<file path="src/rtl/hgb_pkg.sv">
// ---------------------------------------------------------------------------
// hgb_pkg: shared types and constants for the horizontal Gaussian blur
// Pixel and result transaction formats, configuration layout, window sizing.
// ---------------------------------------------------------------------------
package hgb_pkg;

  localparam int MAX_RADIUS     = 6;
  localparam int MAX_ROW_LENGTH = 4096;

  localparam int WIN_DEPTH  = 2 * MAX_RADIUS + 1;
  localparam int ROW_CNT_W  = $clog2(MAX_ROW_LENGTH);
  localparam int RAD_W      = $clog2(MAX_RADIUS + 1);
  localparam int POS_W      = $clog2(WIN_DEPTH + 1);

  localparam int PIX_W      = 8;
  localparam int WEIGHT_W   = 17;
  localparam int FRAC_BITS  = 16;
  localparam int PROD_W     = PIX_W + WEIGHT_W;
  localparam int SUM_W      = PROD_W + $clog2(WIN_DEPTH);
  localparam int TREE_N     = 1 << $clog2(WIN_DEPTH);

  localparam int NUM_TAPS   = 7;
  localparam int TAP_IDX_W  = $clog2(NUM_TAPS);
  localparam int CFG_RAD_W  = 3;

  localparam logic [WEIGHT_W-1:0] UNIT_WEIGHT = WEIGHT_W'(1 << FRAC_BITS);

  localparam int APB_ADDR_W = 5;
  localparam int APB_DATA_W = 32;

  typedef enum logic [2:0] {
    REG_BLUR_RADIUS  = 3'd0,
    REG_TAP_WEIGHT_0 = 3'd1,
    REG_TAP_WEIGHT_1 = 3'd2,
    REG_TAP_WEIGHT_2 = 3'd3,
    REG_TAP_WEIGHT_3 = 3'd4,
    REG_TAP_WEIGHT_4 = 3'd5,
    REG_TAP_WEIGHT_5 = 3'd6,
    REG_TAP_WEIGHT_6 = 3'd7
  } reg_idx_t;

  typedef struct packed {
    logic [PIX_W-1:0] red_in;
    logic [PIX_W-1:0] green_in;
    logic [PIX_W-1:0] blue_in;
    logic             row_end;
  } pixel_in_t;

  typedef struct packed {
    logic [PIX_W-1:0] red_out;
    logic [PIX_W-1:0] green_out;
    logic [PIX_W-1:0] blue_out;
    logic             row_last;
    logic             burst_last;
  } pixel_out_t;

  typedef struct packed {
    logic [PIX_W-1:0] red;
    logic [PIX_W-1:0] green;
    logic [PIX_W-1:0] blue;
  } rgb_t;

  typedef struct packed {
    logic [PROD_W-1:0] red;
    logic [PROD_W-1:0] green;
    logic [PROD_W-1:0] blue;
  } prod_rgb_t;

  typedef struct packed {
    logic [RAD_W-1:0]                   radius;
    logic [NUM_TAPS-1:0][WEIGHT_W-1:0]  weight;
  } blur_cfg_t;

  // One pending output: which window slot is the centre pixel, how many
  // window slots belong to the current row, and whether this is a flush.
  typedef struct packed {
    logic [RAD_W-1:0] centre;
    logic [POS_W-1:0] n_clip;
    logic             flush;
  } job_t;

  typedef struct packed {
    logic row_last;
    logic burst_last;
  } tag_t;

endpackage

</file>
<file path="src/rtl/hgb_cfg_regs.sv">
// ---------------------------------------------------------------------------
// hgb_cfg_regs: APB configuration registers
// Blur radius and the seven Q1.16 tap weights, with read back.
// ---------------------------------------------------------------------------
module hgb_cfg_regs
  import hgb_pkg::*;
(
  input  logic                  clk,
  input  logic                  rst,
  input  logic                  psel,
  input  logic                  penable,
  input  logic                  pwrite,
  input  logic [APB_ADDR_W-1:0] paddr,
  input  logic [APB_DATA_W-1:0] pwdata,
  output logic [APB_DATA_W-1:0] prdata,
  output logic                  pready,
  output blur_cfg_t             cfg
);

  logic [CFG_RAD_W-1:0]               radius_reg;
  logic [NUM_TAPS-1:0][WEIGHT_W-1:0]  weight_reg;
  reg_idx_t                           idx;
  logic                               wr_en;

  assign pready = 1'b1;
  assign idx    = reg_idx_t'(paddr[APB_ADDR_W-1:2]);
  assign wr_en  = psel && penable && pwrite;

  always_ff @(posedge clk) begin
    if (rst) begin
      radius_reg <= '0;
      // Centre weight resets to one, every other tap to zero.
      weight_reg <= (NUM_TAPS*WEIGHT_W)'(UNIT_WEIGHT);
    end else if (wr_en) begin
      unique case (idx)
        REG_BLUR_RADIUS:  radius_reg    <= pwdata[CFG_RAD_W-1:0];
        REG_TAP_WEIGHT_0: weight_reg[0] <= pwdata[WEIGHT_W-1:0];
        REG_TAP_WEIGHT_1: weight_reg[1] <= pwdata[WEIGHT_W-1:0];
        REG_TAP_WEIGHT_2: weight_reg[2] <= pwdata[WEIGHT_W-1:0];
        REG_TAP_WEIGHT_3: weight_reg[3] <= pwdata[WEIGHT_W-1:0];
        REG_TAP_WEIGHT_4: weight_reg[4] <= pwdata[WEIGHT_W-1:0];
        REG_TAP_WEIGHT_5: weight_reg[5] <= pwdata[WEIGHT_W-1:0];
        REG_TAP_WEIGHT_6: weight_reg[6] <= pwdata[WEIGHT_W-1:0];
      endcase
    end
  end

  always_comb begin
    unique case (idx)
      REG_BLUR_RADIUS:  prdata = APB_DATA_W'(radius_reg);
      REG_TAP_WEIGHT_0: prdata = APB_DATA_W'(weight_reg[0]);
      REG_TAP_WEIGHT_1: prdata = APB_DATA_W'(weight_reg[1]);
      REG_TAP_WEIGHT_2: prdata = APB_DATA_W'(weight_reg[2]);
      REG_TAP_WEIGHT_3: prdata = APB_DATA_W'(weight_reg[3]);
      REG_TAP_WEIGHT_4: prdata = APB_DATA_W'(weight_reg[4]);
      REG_TAP_WEIGHT_5: prdata = APB_DATA_W'(weight_reg[5]);
      REG_TAP_WEIGHT_6: prdata = APB_DATA_W'(weight_reg[6]);
    endcase
  end

  // Radii above the supported maximum behave as the maximum.
  always_comb begin
    cfg.weight = weight_reg;
    if (radius_reg > CFG_RAD_W'(MAX_RADIUS)) begin
      cfg.radius = RAD_W'(MAX_RADIUS);
    end else begin
      cfg.radius = RAD_W'(radius_reg);
    end
  end

endmodule

</file>
<file path="config.mk">
export PLATFORM = sky130hd
export DESIGN_NAME = hgb_cfg_regs
export DESIGN_NICKNAME = d
export VERILOG_FILES = /design/src/rtl/hgb_pkg.sv /design/src/rtl/hgb_cfg_regs.sv
export SDC_FILE = /design/constraint.sdc
export NUM_CORES = 1
export LEC_CHECK = 0
export ABC_CLOCK_PERIOD_IN_PS = 4100
export BUFFER_PORTS_ARGS = -buffer_cell sky130_fd_sc_hd__buf_2
export CAP_MARGIN = 25
export CORE_MARGIN = 3
export CORE_UTILIZATION = 48
export DETAILED_ROUTE_END_ITERATION = 10
export GPL_ROUTABILITY_DRIVEN = 0
export GPL_TIMING_DRIVEN = 0
export HOLD_SLACK_MARGIN = 0.1
export PLACE_DENSITY = 0.89
export SLEW_MARGIN = 5
export SYNTH_ARGS = -nofsm -noshare
export SYNTH_HDL_FRONTEND = slang
export SYNTH_SLANG_ARGS = --single-unit
</file>
<file path="constraint.sdc">
create_clock -name clk -period 4.1 [get_ports clk]
set_input_delay 0.41 -clock clk [delete_from_list [all_inputs] [get_ports clk]]
set_output_delay 0.41 -clock clk [all_outputs]
set_load 0.1 [all_outputs]
</file>
==> results of run 1 <==
[tightest hold or removal path, stage by stage]
cell	delay, ns
buf_2	0.15
nand2_1	0.07
a21oi_1	0.05
[cell type report]
class / instances / area, um^2 / share of cell area (%)
clock inverter: 11 / 144 / 2.01
buffer: 79 / 423 / 5.91
sequential: 122 / 2440 / 34.1
tap: 140 / 175 / 2.45
inverter: 7 / 26.3 / 0.367
timing repair buffer: 157 / 786 / 11.0
multi-input combinational: 503 / 2700 / 37.7
clock buffer: 20 / 467 / 6.52
[cells in the final DEF (no fill, tap or decap), drive strengths merged]
| master | instances |
|---|---|
| nand2 | 215 |
| buf | 203 |
| a21oi | 122 |
| dfxtp | 122 |
| clkbuf | 53 |
| o21ai | 34 |
| mux2 | 17 |
| mux2i | 16 |
| conb | 16 |
| nor2 | 16 |
| a22o | 13 |
| a221oi | 10 |
| a22oi | 10 |
| o221ai | 10 |
| inv | 8 |
| nor2b | 5 |
| mux4 | 4 |
| or2 | 4 |
| clkinvlp | 4 |
| nand2b | 3 |
| or3 | 3 |
| clkinv | 3 |
| bufinv | 3 |
| a21boi | 1 |
| nand4 | 1 |
| nor3 | 1 |
| nand4b | 1 |
| nand3b | 1 |
[cell families (layout without fill, tap and decap cells)]
kind of cell | after synthesis | in the layout | share of synthesized area [%]
AND/OR/NAND/NOR | 250 | 250 | 18.8
AO/OA/AOI/OAI | 200 | 200 | 20.8
flip-flops | 122 | 122 | 44.1
buffers and inverters | 86 | 274 | 8.12
multiplexers | 37 | 37 | 7.98
other | 2 | 16 | 0.136
[power groups by stage]
stage               registers [uW]  logic (uW)  clock network [uW]
floorplan                     1290         206                   0
global placement              1230         342                   0
detailed placement            1230         344                   0
CTS                           1200         346                1540
global route                  1200         364                1590
finish                        1200         354                1550
[how the worst max path moves through the flow]
stage | start | endpoint | slack (ns) | cells past startpoint
floorplan | cfg[78]$_SDFFE_PP0P_ | prdata[10] | 0.82 | 3
global placement | paddr[2] | prdata[16] | 1.36 | 7
detailed placement | paddr[2] | prdata[14] | 1.33 | 7
CTS | paddr[2] | prdata[5] | 1.31 | 7
global route | paddr[2] | prdata[14] | 1.21 | 7
finish | paddr[2] | prdata[5] | 1.27 | 7
[metal layers]
layer / up-vias / global-route usage [%] / share of wire (%)
met4: 0 / 15.1 / 4.8
met1: 2826 / 38.2 / 37
met3: 88 / 8.12 / 12
met5: - / 0 / 0
li1: 2713 / - / -
met2: 512 / 49.8 / 46
[metrics by stage]
step | setup WS (ns) | util [%] | cell area [um^2]
after global routing | 1.21 | 64.9 | 7160
after CTS | 1.31 | 64.9 | 7160
final | 1.27 | 64.9 | 7160
after global placement | 1.36 | 59.4 | 6550
after detailed placement | 1.33 | 59.4 | 6550
after floorplan | 0.822 | - | 5590
==> results.ini, run 1 <==
[global_route]
grt-ovfl-total=0
first_global_vias=5763
grt_max_degree=17
grt_pass1_wl_um=31100
antenna_found_initial=0
grt_use_total_pct=30.8

[timing]
relSlewSlack_pct=52.1
setup_viol=0
hold-worst-slack_ns=0.313
tightest_slew_ns=0.718
fin_tns_setup_ns=0
fin_crit_sh_pct=68.9
slew_viol_final=0
clock_skew_ns=0
period_needed_ns=2.83
hold_viol_final=0
rsz0062_at_grt=no
maxClockFrequency_mhz=354

[worst_setup_path]
r2r-end=cfg[81]$_SDFFE_PP0P_
reg2reg_depth=2
worstPathRequired_ns=3.69
crit_top_cell=buf_2
critical_path.max_fanout=10
crit_slowest_cell=buf_2
critPathLaunchType=input pin
ff2ff_setup_slack_ns=3.33
path_delay_family=buffers and inverters
timing.rr.start=cfg[81]$_SDFFE_PP0P_
crit_chain=buf_2, buf_2, nor2b_1, clkbuf_1, a22oi_1, o221ai_1, buf_2
cp.arrival_ns=2.42
critical_path_class=in2out
cp_slowest_stage_delay_ns=0.49
cp_num_buf_inv=4
cp-end-kind=primary output

[drt]
wl_um=20300
wl_per_cell_um=19.6
drc_errors=0
viasPerCell=5.91
dr_total_vias=6139
dr.pass1.iters=5
drtIter0Drc=842
antenna_left=0

[yosys]
ys_seq_area_share_pct=44.1
synth_area_leaders=dfxtp_1 44%, nand2_1 15%, a21oi_1 11%
synth_area_um2=5530
ys_ff_latch=122
yosysUniqueCellTypes=29
ys.flop_type=dfxtp_1
synth_commonest_cells=215 x nand2_1, 122 x a21oi_1, 122 x dfxtp_1, 34 x o21ai_0, 33 x clkbuf_1
synthArstFlopShare_pct=0
yosysMostFrequentCell=nand2_1
synth_edf_count=0
synth.largest_area_cell=dfxtp_1
synthCells=697
syn_avg_cell_area_um2=7.94
yosysWarnings=0
synth_top_area_share_pct=44.1

[cells_and_area]
fill_cells=902
largest_reg_flops=119
drive_above_1_share_pct=29.8
area_delta_synth_final_pct=29.3
final_net_count=929
antennaDiodeCount=0
instances_no_fill=1039

[hold_path]
hp-class=in2reg
holdPathEnd=cfg[44]$_SDFFE_PP0P_
min_from=pwdata[10]
hold_path_depth=3

[clock_tree]
cts_max_level=4
clock-sinks=122
cts_buffer_depth=2
hold_buffers=0
clk_latency_ns=0.42
clk_pin_slew_ns=0.06
cts_tree=yes
numCtsBuffers=17
postCtsSetupBuffers=0
ctsResizeCount=0
cts_root_buf=clkbuf_16

[floorplanning]
die_w_um=113
start_util_pct=50.2
die_h_um=113
num_io_pins=197
rows=38
die_area_um2=12900
core_um2=11000

[power]
pwr-share-clk_pct=49.9
fin_total_pwr_uw=3110
p_leak_uw=0.00306
ir_drop_uv=214
pwr-share-seq_pct=38.7
p_sw_share_pct=27.4
p_int_uw=2250
power_density_nw_per_um2=434
switchingPower_uw=852
combPwrFrac_pct=11.4

[run_status]
status=complete, no violations

[place]
hpwl_um=14500
dpl.cell_count=1008
port_buffers=157

[flow_run]
cap_violations=0

Power figures use the tool's default switching activity.
==> inputs of run 2 (changes only) <==
--- a/config.mk
+++ b/config.mk
@@ -5,7 +5,8 @@
 export SDC_FILE = /design/constraint.sdc
 export NUM_CORES = 1
 export LEC_CHECK = 0
-export ABC_CLOCK_PERIOD_IN_PS = 4100
+export ABC_AREA = 1
+export ABC_CLOCK_PERIOD_IN_PS = 2900
 export BUFFER_PORTS_ARGS = -buffer_cell sky130_fd_sc_hd__buf_2
 export CAP_MARGIN = 25
 export CORE_MARGIN = 3
==> constraint.sdc (replaced) <==
create_clock -name clk -period 2.9 [get_ports clk]
set_input_delay 0.29 -clock clk [delete_from_list [all_inputs] [get_ports clk]]
set_output_delay 0.29 -clock clk [all_outputs]
set_load 0.1 [all_outputs]
==> results.ini, run 2 <==
[run_status]
status=complete, no violations

[timing]
clock_skew_ns=0  ; unchanged
slew_viol_final=0  ; unchanged
tightest_slew_ns=0.649  ; -0.0695 ns
rsz0062_at_grt=no
setup_viol=0  ; unchanged
fin_tns_setup_ns=0  ; unchanged
period_needed_ns=2.48
hold_viol_final=0  ; unchanged
fin_crit_sh_pct=85.4
maxClockFrequency_mhz=404
hold-worst-slack_ns=0.252  ; -0.0606 ns
relSlewSlack_pct=56.8  ; +4.6 points

[worst_setup_path]
worstPathRequired_ns=2.61  ; -1.08 ns
critPathLaunchType=input pin
critical_path_class=in2out
critical_path.max_fanout=10  ; unchanged
cp-end-kind=primary output
crit_path_end=prdata[7]
ff2ff_setup_slack_ns=2.13  ; -1.20 ns
reg2reg_depth=2  ; unchanged
r2r-end=cfg[64]$_SDFFE_PP0P_
timing.rr.start=cfg[64]$_SDFFE_PP0P_
cp.arrival_ns=2.19  ; -0.23 ns
crit_path_start=paddr[4]

[drt]
drtIter0Drc=1046  ; +24%
dr.pass1.iters=6  ; +1
antenna_left=0  ; unchanged
dr_total_vias=6870  ; +12%
drc_errors=0  ; unchanged
wl_per_cell_um=18.8  ; -4.2%
viasPerCell=5.79  ; -2.0%
wl_um=22300  ; +9.3%

[cells_and_area]
fill_cells=1025  ; +14%
regArea_um2=2440  ; unchanged
antennaDiodeCount=0  ; unchanged
most-common-layout-cells=200 x nor2_1, 181 x buf_2, 145 x o21ai_0, 122 x dfxtp_1, 87 x nor3_1
final_util_pct=64.1  ; -0.76 points
final_common_cell=nor2_1
largest_reg_flops=119  ; unchanged
multi_input_area_um2=2820  ; +4.6%
final_net_count=1073  ; +16%
drive_above_1_share_pct=26.2  ; -3.6 points
area_delta_synth_final_pct=27.0

[yosys]
ys.flop_type=dfxtp_1
yosysUniqueCellTypes=27  ; -6.9%
synth_commonest_cells=200 x nor2_1, 145 x o21ai_0, 122 x dfxtp_1, 87 x nor3_1, 79 x nand2_1
synth-xor-area-share_pct=0  ; unchanged
synth.largest_area_cell=dfxtp_1
synth_simple_gate_area_share_pct=33.9  ; +15 points
syn_avg_cell_area_um2=7.05  ; -11%
ys_ff_latch=122  ; unchanged
yosysWarnings=0  ; unchanged
synth_mux_area_share_pct=0  ; -8.0 points
synth_fa_ha_area_share_pct=0  ; unchanged
synth_edf_count=0  ; unchanged
synth_top_family_by_area=simple AND/OR/NAND/NOR gates
synth_compound_area_share_pct=12.7  ; -8.1 points
synth_top_area_share_pct=41.3  ; -2.8 points
yosysMostFrequentCell=nor2_1
synthCells=839  ; +20%
synth_area_um2=5910  ; +6.9%
synthArstFlopShare_pct=0  ; unchanged
ys_seq_area_share_pct=41.3  ; -2.8 points
synth_area_leaders=dfxtp_1 41%, nor2_1 13%, o21ai_0 12%

[place]
port_buffers=159  ; +1.3%
hpwl_um=15800  ; +8.6%

[power]
power_density_nw_per_um2=583  ; +34%
combPwrFrac_pct=13.7  ; +2.3 points
p_sw_share_pct=29.8  ; +2.4 points
ir_drop_uv=380  ; +77%
p_int_uw=3070  ; +36%
p_leak_uw=0.00364  ; +19%
pwr-share-seq_pct=39.3  ; +0.6 points
pwr-share-clk_pct=47.0  ; -2.9 points
switchingPower_uw=1300  ; +53%
fin_total_pwr_uw=4380  ; +41%

[global_route]
grt_max_degree=17  ; unchanged
first_global_vias=6255  ; +8.5%
grt-ovfl-total=0  ; unchanged
antenna_found_initial=0  ; unchanged
grt_use_total_pct=32.1  ; +1.3 points
grt_pass1_wl_um=33400  ; +7.5%

[floorplanning]
core_um2=11700  ; +6.2%
die_area_um2=13700  ; +6.5%
die_w_um=117  ; +3.2%
start_util_pct=50.5  ; +0.33 points
rows=39  ; +2.6%
die_h_um=117  ; +3.2%
num_io_pins=197  ; unchanged

[clock_tree]
ctsResizeCount=0  ; unchanged
clk_latency_ns=0.41  ; about the same
clk_pin_slew_ns=0.06  ; about the same
cts_tree=yes
cts_root_buf=clkbuf_16
cts_buffer_depth=2  ; unchanged
numCtsBuffers=17  ; unchanged
hold_buffers=0  ; unchanged
postCtsSetupBuffers=0  ; unchanged
clock-sinks=122  ; unchanged
cts_max_level=4  ; unchanged

[flow_run]
cap_violations=0  ; unchanged

[hold_path]
hp-class=in2reg

run 2: cell types whose count changed after synthesis, moves of 28 or more:
cell     change
a21oi_1    -122
nor3_1      +87
nor2_1     +190
o21ai_0    +111
nand2_1    -136
nand4_1     +28
inv_1       +44
run 2: logic make-up after synthesis:
| kind of cell | Yosys count |
|---|---|
| other | 2 |
| buffers and inverters | 133 |
| AO/OA/AOI/OAI | 150 |
| AND/OR/NAND/NOR | 432 |
| flip-flops | 122 |
run 2: through the flow:
| stage | setup WS, ns | cell area [um^2] | cells |
|---|---|---|---|
| global route | 0.423 | 7510 | 1186 |
| finish | 0.424 | 7510 | 1186 |
| global placement | 0.586 | 6940 | 1155 |
| CTS | 0.491 | 7510 | 1186 |
| floorplan | 0.0940 | 5970 | 853 |
| detailed placement | 0.517 | 6940 | 1155 |
run 2: worst min-delay path by stage:
stage	start	slack [ns]	end	depth (start not counted)
3_3_place_gp	cfg[16]$_SDFFE_PP1P_	0.47	cfg[16]$_SDFFE_PP1P_	2
5_1_grt	pwdata[13]	0.26	cfg[13]$_SDFFE_PP0P_	3
3_5_place_dp	cfg[16]$_SDFFE_PP1P_	0.48	cfg[16]$_SDFFE_PP1P_	2
2_1_floorplan	pwdata[16]	0.42	cfg[16]$_SDFFE_PP1P_	2
6_report	pwdata[16]	0.25	cfg[16]$_SDFFE_PP1P_	3
4_1_cts	pwdata[16]	0.23	cfg[16]$_SDFFE_PP1P_	3
run 2: cell type report:
type | count | area share (%)
Multi-Input combinational cell | 598 | 37.5
Sequential cell | 122 | 32.5
Inverter | 56 | 2.88
Tap cell | 143 | 2.38
Clock buffer | 19 | 5.90
Buffer | 77 | 6.51
Clock inverter | 12 | 1.68
Timing Repair Buffer | 159 | 10.6
run 2: worst max-delay path, stage by stage:
cell and delay (ns):
buf_2 0.13, buf_4 0.19, nand3_4 0.16, clkbuf_1 0.53, o21ai_0 0.22, nor2_1 0.26, nand2_1 0.11, buf_2 0.30
run 2: power groups by stage:
stage          Sequential, uW  Combinational [uW]  Clock [uW]
3_3_place_gp             1750                 578           0
6_report                 1720                 600        2060
3_5_place_dp             1750                 583           0
4_1_cts                  1720                 586        2040
5_1_grt                  1720                 619        2120
2_1_floorplan            1900                 297           0
run 2: layer usage:
layer  track usage (%)  vias up  wire (um)
met1              41.5     3070       8280
met5                 0        -          0
met3              9.56      111       3080
met4              14.2        0        999
li1                  -     3119          -
met2              49.7      570       9890
