### config.mk
export PLATFORM = sky130hd
export DESIGN_NAME = hgb_sum
export DESIGN_NICKNAME = d
export VERILOG_FILES = /design/src/rtl/hgb_pkg.sv /design/src/rtl/hgb_sum.sv
export SDC_FILE = /design/constraint.sdc
export NUM_CORES = 1
export LEC_CHECK = 0
export ABC_AREA = 1
export BUFFER_PORTS_ARGS = -buffer_cell sky130_fd_sc_hd__buf_2
export CELL_PAD_IN_SITES_DETAIL_PLACEMENT = 1
export CELL_PAD_IN_SITES_GLOBAL_PLACEMENT = 1
export CORE_AREA = 2 2 392 394
export DETAILED_ROUTE_END_ITERATION = 7
export DIE_AREA = 0 0 394 396
export PLACE_DENSITY = 0.51
export SETUP_SLACK_MARGIN = 0.4
export SYNTH_ARGS = -nofsm -noshare
export SYNTH_HDL_FRONTEND = slang
export SYNTH_SLANG_ARGS = --single-unit
### constraint.sdc
create_clock -name clk -period 14.27 [get_ports clk]
set_clock_uncertainty 0.05 [all_clocks]
set_input_delay 2.854 -clock clk [delete_from_list [all_inputs] [get_ports clk]]
set_output_delay 2.854 -clock clk [all_outputs]
set_load 0.1 [all_outputs]
### src/rtl/hgb_pkg.sv
// ---------------------------------------------------------------------------
// hgb_pkg: shared types and constants for the horizontal Gaussian blur
// Pixel and result transaction formats, configuration layout, window sizing.
// ---------------------------------------------------------------------------
package hgb_pkg;

  localparam int MAX_RADIUS     = 6;
  localparam int MAX_ROW_LENGTH = 4096;

  localparam int WIN_DEPTH  = 2 * MAX_RADIUS + 1;
  localparam int ROW_CNT_W  = $clog2(MAX_ROW_LENGTH);
  localparam int RAD_W      = $clog2(MAX_RADIUS + 1);
  localparam int POS_W      = $clog2(WIN_DEPTH + 1);

  localparam int PIX_W      = 8;
  localparam int WEIGHT_W   = 17;
  localparam int FRAC_BITS  = 16;
  localparam int PROD_W     = PIX_W + WEIGHT_W;
  localparam int SUM_W      = PROD_W + $clog2(WIN_DEPTH);
  localparam int TREE_N     = 1 << $clog2(WIN_DEPTH);

  localparam int NUM_TAPS   = 7;
  localparam int TAP_IDX_W  = $clog2(NUM_TAPS);
  localparam int CFG_RAD_W  = 3;

  localparam logic [WEIGHT_W-1:0] UNIT_WEIGHT = WEIGHT_W'(1 << FRAC_BITS);

  localparam int APB_ADDR_W = 5;
  localparam int APB_DATA_W = 32;

  typedef enum logic [2:0] {
    REG_BLUR_RADIUS  = 3'd0,
    REG_TAP_WEIGHT_0 = 3'd1,
    REG_TAP_WEIGHT_1 = 3'd2,
    REG_TAP_WEIGHT_2 = 3'd3,
    REG_TAP_WEIGHT_3 = 3'd4,
    REG_TAP_WEIGHT_4 = 3'd5,
    REG_TAP_WEIGHT_5 = 3'd6,
    REG_TAP_WEIGHT_6 = 3'd7
  } reg_idx_t;

  typedef struct packed {
    logic [PIX_W-1:0] red_in;
    logic [PIX_W-1:0] green_in;
    logic [PIX_W-1:0] blue_in;
    logic             row_end;
  } pixel_in_t;

  typedef struct packed {
    logic [PIX_W-1:0] red_out;
    logic [PIX_W-1:0] green_out;
    logic [PIX_W-1:0] blue_out;
    logic             row_last;
    logic             burst_last;
  } pixel_out_t;

  typedef struct packed {
    logic [PIX_W-1:0] red;
    logic [PIX_W-1:0] green;
    logic [PIX_W-1:0] blue;
  } rgb_t;

  typedef struct packed {
    logic [PROD_W-1:0] red;
    logic [PROD_W-1:0] green;
    logic [PROD_W-1:0] blue;
  } prod_rgb_t;

  typedef struct packed {
    logic [RAD_W-1:0]                   radius;
    logic [NUM_TAPS-1:0][WEIGHT_W-1:0]  weight;
  } blur_cfg_t;

  // One pending output: which window slot is the centre pixel, how many
  // window slots belong to the current row, and whether this is a flush.
  typedef struct packed {
    logic [RAD_W-1:0] centre;
    logic [POS_W-1:0] n_clip;
    logic             flush;
  } job_t;

  typedef struct packed {
    logic row_last;
    logic burst_last;
  } tag_t;

endpackage

### src/rtl/hgb_sum.sv
// ---------------------------------------------------------------------------
// hgb_sum: accumulation and output register
// Adds the weighted taps per channel, truncates, saturates, holds the result.
// ---------------------------------------------------------------------------
module hgb_sum
  import hgb_pkg::*;
(
  input  logic                      clk,
  input  logic                      rst,
  input  logic                      prod_valid,
  input  prod_rgb_t [WIN_DEPTH-1:0] prod,
  input  tag_t                      tag,
  output logic                      out_ready,
  output logic                      result_valid,
  input  logic                      result_stall,
  output pixel_out_t                result
);

  logic [WIN_DEPTH-1:0][PROD_W-1:0] red_terms;
  logic [WIN_DEPTH-1:0][PROD_W-1:0] green_terms;
  logic [WIN_DEPTH-1:0][PROD_W-1:0] blue_terms;
  pixel_out_t                       result_next;

  function automatic logic [SUM_W-1:0] add_tree(
    input logic [WIN_DEPTH-1:0][PROD_W-1:0] terms
  );
    logic [TREE_N-1:0][SUM_W-1:0] node;
    node = '0;
    for (int i = 0; i < WIN_DEPTH; i++) begin
      node[i] = SUM_W'(terms[i]);
    end
    // Balanced tree, log2 levels deep; each level folds pairs in place.
    for (int w = TREE_N >> 1; w >= 1; w = w >> 1) begin
      for (int i = 0; i < w; i++) begin
        node[i] = node[2*i] + node[2*i+1];
      end
    end
    return node[0];
  endfunction

  function automatic logic [PIX_W-1:0] sat_byte(input logic [SUM_W-1:0] acc);
    if (|acc[SUM_W-1:FRAC_BITS+PIX_W]) begin
      return '1;
    end
    return acc[FRAC_BITS+PIX_W-1:FRAC_BITS];
  endfunction

  always_comb begin
    for (int k = 0; k < WIN_DEPTH; k++) begin
      red_terms[k]   = prod[k].red;
      green_terms[k] = prod[k].green;
      blue_terms[k]  = prod[k].blue;
    end
    result_next.red_out    = sat_byte(add_tree(red_terms));
    result_next.green_out  = sat_byte(add_tree(green_terms));
    result_next.blue_out   = sat_byte(add_tree(blue_terms));
    result_next.row_last   = tag.row_last;
    result_next.burst_last = tag.burst_last;
  end

  assign out_ready = !result_valid || !result_stall;

  always_ff @(posedge clk) begin
    if (rst) begin
      result_valid <= 1'b0;
    end else if (out_ready) begin
      result_valid <= prod_valid;
    end
  end

  always_ff @(posedge clk) begin
    if (out_ready && prod_valid) begin
      result <= result_next;
    end
  end

endmodule

==> metrics.cfg, run 1 <==
[outcome]
status = completed

[routing]
wire_per_inst_um = 16.4
ant_nets = 0
drc_errors = 0
dr.pass1.iters = 5
vias_per_cell = 3.58
num_vias = 21900
drt_wl_total_mm = 100
drt-initial-drc-count = 656

[critical_path]
crit_required_ns = 14.28
critPathMaxFanout = 8
regToRegStartpoint = result_valid
rr_worst_depth = 2
cp-start-kind = input pin
endpoint_kind = flop
r2r_end = result[7]
crit_start = prod[231]
r2r_slack_ns = 12.77
crit_type = in -> reg
arrival_ns = 7.64

[sta]
post-route-period-util_pct = 53.5
finalSetupViolations = 0
fmax_ghz = 0.131
tns_ns = 0
rsz0062_at_grt = false
fin_crit_ns = 7.63
slew_violations = 0
slew_headroom_pct = 60.3
worst_slew_pin_slew_ns = 0.590
hold_viol_final = 0

[worst_hold_path]
whs_endpoint = result_valid
min_from = result_valid
whs_path_depth = 2
hp-class = reg -> reg

[grt]
met1_usage_pct = 15.8
grt_pass1_vias = 25700
antenna_found_initial = 15
grt_pass1_wl_mm = 152
top_usage_layer = met2
use_met2_pct = 24.5
grt_max_degree = 27
track_usage_pct = 13.0
use_met3_pct = 1.48
grt_overflow = 0

[cts]
clkLatencyLatePin_ns = 0.31
cts_resized = 0
cts_inserted_buffers = 3
htree_levels = 1
cts-root-buf = clkbuf_16
cts_tree = built
postCtsSetupRepairBufs = 0
postCtsHoldBufs = 0
cts_buffer_depth = 2
clk_pin_slew_ns = 0.10
cts.sinks = 27

[placed_design]
gp_congestion = 0.865
place.port_buffers = 1008
hpwlAfterDp_mm = 99.7
placed_cells = 6117
place_area_um2 = 34600

[synthesis]
synth.net_count = 4965
syn_avg_cell_area_um2 = 8.78
synthCells = 3078
ys_types = 35
yosys_register_bits = 27
syn_area_um2 = 27000
yosysSeqAreaShare_pct = 2.96
yosys_warnings = 0

[cells_and_area]
layout-drive-gt1-share_pct = 25.9
fin_cells = 6134
area_growth_pct = 28.6
finalInstanceArea_um2 = 34700
fin_nets = 5979
final_common_cell = inv_1
final_cell_mix = 1,397 x inv_1, 1,008 x buf_2, 813 x fa_1

[die]
core_um2 = 152000
start_util_pct = 17.8
ios = 1009
rows = 143
fp.dieW_um = 394
dieArea_um2 = 156000
die_height_um = 396

[run]
maxCapViolations = 0

## per-layer routing
layer  routed length [um]  vias to the layer above
li1                     -                    10300
met1                40500                    11000
met2                54500                      544
met3                 3590                       53
met4                 1720                        4
met5                   26                        -
## flip-flops by register name (all words and copies together) (netlist names)
name          count
result_valid      1
result           26
## per-stage QoR
step	util, %	setup WS, ns	hold WS [ns]
2_1_floorplan	-	7.18	1.60
3_3_place_gp	22.8	6.30	0.738
3_5_place_dp	22.8	6.27	0.744
4_1_cts	22.9	6.63	0.760
5_1_grt	22.9	6.37	0.766
6_report	22.9	6.64	0.747
## cell type report
cell class              count  area [um^2]
fillers                 18500       117000
clock buffers               3         75.1
flip-flops and latches     27          801
multi-input cells        1644        21000
clock inverters             1         8.76
well taps                2030         2540
repair buffers           1009         5050
diodes                     13         32.5
inverters                1407         5280
## Yosys cell counts
library cell / number / area share [%]
a31oi_1: 1 / 0.023
xor2_1: 4 / 0.13
inv_2: 9 / 0.13
inv_1: 1397 / 19
dfxtp_1: 1 / 0.074
nand3b_4: 1 / 0.074
a21oi_1: 78 / 1.4
o21ai_1: 14 / 0.26
nor3_1: 7 / 0.13
ha_1: 93 / 4.3
o21bai_1: 21 / 0.58
o21ai_0: 19 / 0.35
nand2_2: 9 / 0.21
nor2_4: 8 / 0.33
o21a_1: 4 / 0.11
and2_1: 5 / 0.12
a21o_1: 13 / 0.36
nand2_1: 324 / 4.5
nand3b_1: 3 / 0.083
nor4_1: 2 / 0.046
a21boi_2: 1 / 0.042
fa_1: 813 / 60
nor2_1: 99 / 1.4
o31ai_1: 2 / 0.056
nor2_2: 10 / 0.23
nor4_2: 2 / 0.093
nand3_1: 65 / 1.2
nor3_2: 3 / 0.11
nand3_2: 2 / 0.074
xnor2_1: 6 / 0.19
clkinv_1: 1 / 0.014
and2_0: 1 / 0.023
nand4_1: 33 / 0.76
edfxtp_1: 26 / 2.9
a21oi_2: 1 / 0.032
## worst max-delay path, cell delays in order
cell	delay (ns)
buf_2	0.07
inv_1	0.04
fa_1	0.54
inv_1	0.07
fa_1	0.91
fa_1	0.54
fa_1	0.49
inv_1	0.05
fa_1	0.47
inv_1	0.05
ha_1	0.30
a21o_1	0.23
a21oi_1	0.24
nand2_1	0.13
nand2_1	0.09
nand3_1	0.07
nand2_1	0.07
nand2_1	0.09
nor2_4	0.22
nand3_1	0.11
## cells by family (layout without fill, tap and decap cells)
group / Yosys count / in the layout / share of synthesized area, %
compound gates: 154 / 154 / 3.26
simple gates: 574 / 574 / 9.37
other cells: 0 / 13 / 0
fa+ha+maj: 906 / 906 / 64.5
buf+inv: 1407 / 2420 / 19.5
flops: 27 / 27 / 2.96
xor+xnor: 10 / 10 / 0.324
## how the worst max path moves through the flow
stage                       endpoint  slack (ns)  depth (start not counted)
after detailed placement   result[7]        6.27                         20
after floorplan           result[10]        7.18                         19
final                      result[7]        6.64                         20
after global placement     result[2]        6.30                         22
after global routing       result[8]        6.37                         22
after CTS                  result[9]        6.63                         20
Power of run 1 is left out: the tool's default activity adds up to more than one toggle a clock period on the data nets, which glitch-free logic cannot reach.
==> inputs of run 2 (changes only) <==
--- a/config.mk
+++ b/config.mk
@@ -9,10 +9,10 @@
 export BUFFER_PORTS_ARGS = -buffer_cell sky130_fd_sc_hd__buf_2
 export CELL_PAD_IN_SITES_DETAIL_PLACEMENT = 1
 export CELL_PAD_IN_SITES_GLOBAL_PLACEMENT = 1
-export CORE_AREA = 2 2 392 394
+export CORE_AREA = 2 2 395 397
 export DETAILED_ROUTE_END_ITERATION = 7
-export DIE_AREA = 0 0 394 396
-export PLACE_DENSITY = 0.51
+export DIE_AREA = 0 0 397 399
+export PLACE_DENSITY = 0.5
 export SETUP_SLACK_MARGIN = 0.4
 export SYNTH_ARGS = -nofsm -noshare
 export SYNTH_HDL_FRONTEND = slang
==> constraint.sdc (replaced) <==
create_clock -name clk -period 7.4 [get_ports clk]
set_clock_uncertainty 0.05 [all_clocks]
set_input_delay 1.48 -clock clk [delete_from_list [all_inputs] [get_ports clk]]
set_output_delay 1.48 -clock clk [all_outputs]
set_load 0.1 [all_outputs]
==> run 2 against run 1 <==
Register-to-register slack got worse by 6.8 ns. Sequential share of layout area hardly changed. Non-clock buffer count stayed put. Critical path depth did not move. Cell count is 0.13% higher. Core utilization fell by 0.32 points. Critical endpoint is now result[22]. Critical path type unchanged.
==> metrics.cfg, run 2 (synthesis gave the netlist of run 1 again) <==
[outcome]
status = completed

[sta]
finalSetupViolations = 0  ; unchanged
slew_headroom_pct = 62.0  ; +1.7 points
rsz0062_at_grt = false
post-route-period-util_pct = 85.6
slew_violations = 0  ; unchanged
fin_hold_ws_ns = 0.559  ; -0.188 ns
tns_ns = 0  ; unchanged
hold_viol_final = 0  ; unchanged
fin_crit_ns = 6.34
worst_slew_pin_slew_ns = 0.573  ; -0.0163 ns
fmax_ghz = 0.158

[cells_and_area]
top_register = result
fin_nets = 5979  ; unchanged
final_cell_mix = 1,397 x inv_1, 1,008 x buf_2, 813 x fa_1
nFillCells = 18600  ; +0.92%
area_growth_pct = 28.6  ; about the same
final_common_cell = inv_1
fin_cells = 6142  ; +0.13%
finalInstanceArea_um2 = 34700  ; about the same
top_regs = result (26), result_valid (1)
largest_register_ffs = 26  ; unchanged
layout-drive-gt1-share_pct = 25.9  ; unchanged

[die]
fp.dieW_um = 397  ; +0.76%
dieArea_um2 = 158000  ; +1.5%
rows = 144  ; +0.70%
die_height_um = 399  ; +0.76%
core_um2 = 154000  ; +1.4%
start_util_pct = 17.6  ; -0.25 points
ios = 1009  ; unchanged

[placed_design]
hpwlAfterDp_mm = 96.0  ; -3.7%
placed_cells = 6131  ; +0.23%
gp_congestion = 0.825  ; -4.6%
place_area_um2 = 34600  ; about the same
place.port_buffers = 1008  ; unchanged

[routing]
wire_per_inst_um = 15.8  ; -3.5%
vias_per_cell = 3.53  ; -1.4%
drc_errors = 0  ; unchanged
drt_wl_total_mm = 96.9  ; -3.4%
drt-initial-drc-count = 490  ; -25%
num_vias = 21700  ; -1.2%
ant_nets = 0  ; unchanged
dr.pass1.iters = 4  ; -1

[cts]
cts.sinks = 27  ; unchanged
cts_resized = 0  ; unchanged
postCtsSetupRepairBufs = 0  ; unchanged
htree_levels = 1  ; unchanged
cts-root-buf = clkbuf_16
cts_buffer_depth = 2  ; unchanged
clkLatencyLatePin_ns = 0.32  ; about the same
cts_tree = built
postCtsHoldBufs = 0  ; unchanged
cts_inserted_buffers = 3  ; unchanged
clk_pin_slew_ns = 0.12  ; +0.02 ns

[grt]
grt_pass1_wl_mm = 147  ; -3.2%
track_usage_pct = 12.3  ; -0.67 points
grt_pass1_vias = 25800  ; +0.26%
grt_overflow = 0  ; unchanged
antenna_found_initial = 15  ; unchanged
grt_max_degree = 27  ; unchanged

[critical_path]
crit_type = in -> reg
r2r_slack_ns = 5.97  ; -6.80 ns
critPathMaxFanout = 8  ; unchanged
endpoint_kind = flop
arrival_ns = 6.35  ; -1.29 ns
cp-start-kind = input pin
crit_required_ns = 7.41  ; -6.87 ns

[run]
maxCapViolations = 0  ; unchanged

[worst_hold_path]
hp-class = reg -> reg

## run 2: cell types whose count changed in the layout (fill, tap and decap cells not counted)
cell	previous run	this run
diode_2	13	7
## run 2: cell type report
type,instances,area [um^2],area share (%)
inverters,1407,5280,15.2
clock inverters,1,8.76,0.0252
diodes,7,17.5,0.0504
well taps,2044,2560,7.36
flip-flops and latches,27,801,2.30
multi-input cells,1644,21000,60.3
clock buffers,3,75.1,0.216
repair buffers,1009,5050,14.5
## run 2: worst paths after layout
path             endpoint  cells after the start          from
max reg2reg     result[5]                      2  result_valid
max            result[22]                     20     prod[507]
min          result_valid                      2  result_valid
min reg2reg  result_valid                      2  result_valid
## run 2: metrics by stage
step           worst slack, ns  util, %
2_1_floorplan             1.68        -
3_5_place_dp             0.737     22.5
6_report                  1.06     22.6
5_1_grt                  0.874     22.6
4_1_cts                   1.08     22.6
3_3_place_gp             0.698     22.5
## run 2: metal layers
metal	track usage, %	wire (um)	up-vias
li1	-	-	10300
met1	14.7	38100	10800
met2	23.3	52800	541
met3	1.84	4660	45
met4	1.94	1320	2
met5	0	13	-
## run 2: critical path, stage by stage
cell and delay, ns:
buf_2 0.11, fa_1 0.58, inv_1 0.21, fa_1 0.56
inv_1 0.05, fa_1 0.55, fa_1 0.43, fa_1 0.44
ha_1 0.33, nand2_1 0.10, nor2_1 0.35, o21ai_1 0.12
inv_1 0.07, nand2_1 0.09, nand2_1 0.19, nand2_1 0.10
nand3_1 0.11, nand3_1 0.12, nor2_4 0.20, nand4_1 0.14
Power of run 2 is left out for the same reason.
==> inputs of run 3 (changes only) <==
--- a/config.mk
+++ b/config.mk
@@ -9,10 +9,11 @@
 export BUFFER_PORTS_ARGS = -buffer_cell sky130_fd_sc_hd__buf_2
 export CELL_PAD_IN_SITES_DETAIL_PLACEMENT = 1
 export CELL_PAD_IN_SITES_GLOBAL_PLACEMENT = 1
-export CORE_AREA = 2 2 395 397
+export CORE_AREA = 2 2 397 399
 export DETAILED_ROUTE_END_ITERATION = 7
-export DIE_AREA = 0 0 397 399
+export DIE_AREA = 0 0 399 401
 export PLACE_DENSITY = 0.5
+export RECOVER_POWER = 25
 export SETUP_SLACK_MARGIN = 0.4
 export SYNTH_ARGS = -nofsm -noshare
 export SYNTH_HDL_FRONTEND = slang
==> run 3 against run 2 <==
The run now ends with max-capacitance violations, max-slew violations left. Count of clock-buffer cells in the layout stayed put. Routed wire length is 2.9% higher. Critical path depth stayed put. Core utilization is 0.28 points lower. Cell count is 0.26% higher. Flip-flop and latch count stayed put. Global-route usage is 0.27 points higher. Worst hold slack better by 0.084 ns. Critical endpoint is now result[2]. Maximum frequency is 0.13% lower. Via count is 1.4% higher. Register-to-register slack worse by 1.2 ns.
==> metrics.cfg, run 3 (synthesis gave the netlist of run 1 again) <==
[outcome]
status = finished, violations left
failed_checks = max-capacitance violations, max-slew violations

[cts]
htree_levels = 1  ; unchanged
postCtsSetupRepairBufs = 0  ; unchanged
cts_buffer_depth = 2  ; unchanged
clk_pin_slew_ns = 0.11  ; about the same
cts.sinks = 27  ; unchanged
cts_inserted_buffers = 3  ; unchanged
clkLatencyLatePin_ns = 0.31  ; about the same
postCtsHoldBufs = 0  ; unchanged
cts-root-buf = clkbuf_16
cts_resized = 0  ; unchanged
cts_tree = built

[cells_and_area]
top_register = result
final_cell_mix = 1,397 x inv_1, 1,007 x buf_2, 813 x fa_1
layout-drive-gt1-share_pct = 25.8  ; -0.073 points
fin_nets = 5979  ; unchanged
final_common_cell = inv_1
area_growth_pct = 28.6  ; about the same
largest_register_ffs = 26  ; unchanged
top_regs = result (26), result_valid (1)

[critical_path]
r2r_end = result[7]
cp-start-kind = input pin
r2r_slack_ns = 4.75  ; -1.22 ns
arrival_ns = 6.35  ; about the same
regToRegStartpoint = result_valid
rr_worst_depth = 2  ; unchanged
crit_type = in -> reg
critPathMaxFanout = 8  ; unchanged
endpoint_kind = flop
crit_required_ns = 7.41  ; about the same

[sta]
worst_slack_ns = 1.05  ; -0.00807 ns
post-route-period-util_pct = 85.7  ; +0.11 points
worst_slew_pin_slew_ns = 2.19  ; +1.61 ns
fin_crit_ns = 6.35  ; +0.00807 ns
tns_ns = 0  ; unchanged
fmax_ghz = 0.158  ; -0.13%
slew_headroom_pct = -45.8  ; -110 points
finalSetupViolations = 0  ; unchanged
hold_viol_final = 0  ; unchanged
rsz0062_at_grt = false
slew_violations = 27  ; +27

[die]
dieArea_um2 = 160000  ; +1.0%
rows = 145  ; +0.69%
core_um2 = 156000  ; +1.3%
die_height_um = 401  ; +0.50%
fp.dieW_um = 399  ; +0.50%
start_util_pct = 17.4  ; -0.22 points
ios = 1009  ; unchanged

[placed_design]
dp_slack_ns = 0.656  ; -0.0817 ns
place.port_buffers = 1008  ; unchanged
gp_congestion = 0.873  ; +5.9%
hpwlAfterDp_mm = 98.7  ; +2.9%

[worst_hold_path]
min_from = result_valid
whs_endpoint = result_valid
hp-class = reg -> reg
whs_path_depth = 2  ; unchanged

[grt]
antenna_found_initial = 19  ; +4
grt_overflow = 0  ; unchanged
grt_pass1_wl_mm = 151  ; +2.5%
grt_pass1_vias = 26000  ; +0.70%
track_usage_pct = 12.6  ; +0.27 points
grt_max_degree = 27  ; unchanged

[run]
maxCapViolations = 1  ; +1

[routing]
drc_errors = 0  ; unchanged
drt-initial-drc-count = 587  ; +20%
ant_nets = 0  ; unchanged
num_vias = 22000  ; +1.4%
wire_per_inst_um = 16.2  ; +2.6%
vias_per_cell = 3.57  ; +1.1%
drt_wl_total_mm = 99.7  ; +2.9%
dr.pass1.iters = 4  ; unchanged

## run 3: changes by cell type in the layout (fill, tap and decap cells not counted), sizes merged
cell    change
buf         -2
clkbuf      +2
diode       +2
## run 3: worst max-delay path by stage
stage | start | to | slack [ns] | cells past startpoint
detailed placement | prod[6] | result[9] | 0.66 | 20
finish | prod[6] | result[2] | 1.05 | 20
global placement | prod[6] | result[2] | 0.63 | 22
CTS | prod[6] | result[2] | 1.0 | 20
global route | prod[6] | result[2] | 0.75 | 20
floorplan | prod[494] | result[10] | 1.68 | 19
## run 3: layout make-up
cell class / instances / area [um^2]
diodes: 9 / 22.5
repair buffers: 1009 / 5050
inverters: 1407 / 5280
clock buffers: 3 / 75.1
fillers: 18900 / 121000
multi-input cells: 1644 / 20900
clock inverters: 1 / 8.76
well taps: 2058 / 2570
flip-flops and latches: 27 / 801
## run 3: per-stage QoR
stage               hold slack (ns)  std cells  util [%]  instance area (um^2)
finish                        0.644       6158      22.3                 34800
global route                  0.666       6154      22.3                 34700
CTS                           0.656       6149      22.3                 34700
detailed placement            0.638       6145      22.3                 34700
global placement              0.624       6145      22.3                 34700
floorplan                      1.50       3078         -                 27000
## run 3: worst max-delay path, stage by stage
cell and delay [ns]:
buf_2 0.08, inv_1 0.05, fa_1 0.73, inv_1 0.09, fa_1 0.81, fa_1 0.52
fa_1 0.50, inv_1 0.05, fa_1 0.47, inv_1 0.04, ha_1 0.31, a21o_1 0.23
a21oi_1 0.22, nand2_1 0.11, nand2_1 0.09, nand3_1 0.07, nand2_1 0.07, nand2_1 0.08
nor2_4 0.22, nand3_1 0.11
## run 3: per-layer routing
metal	vias up	track usage, %	routed length [um]
met1	11000	14.8	38600
met2	568	24.0	54000
met5	-	0	67
li1	10300	-	-
met4	8	2.23	1770
met3	59	1.82	5290
Power of run 3 is left out for the same reason.
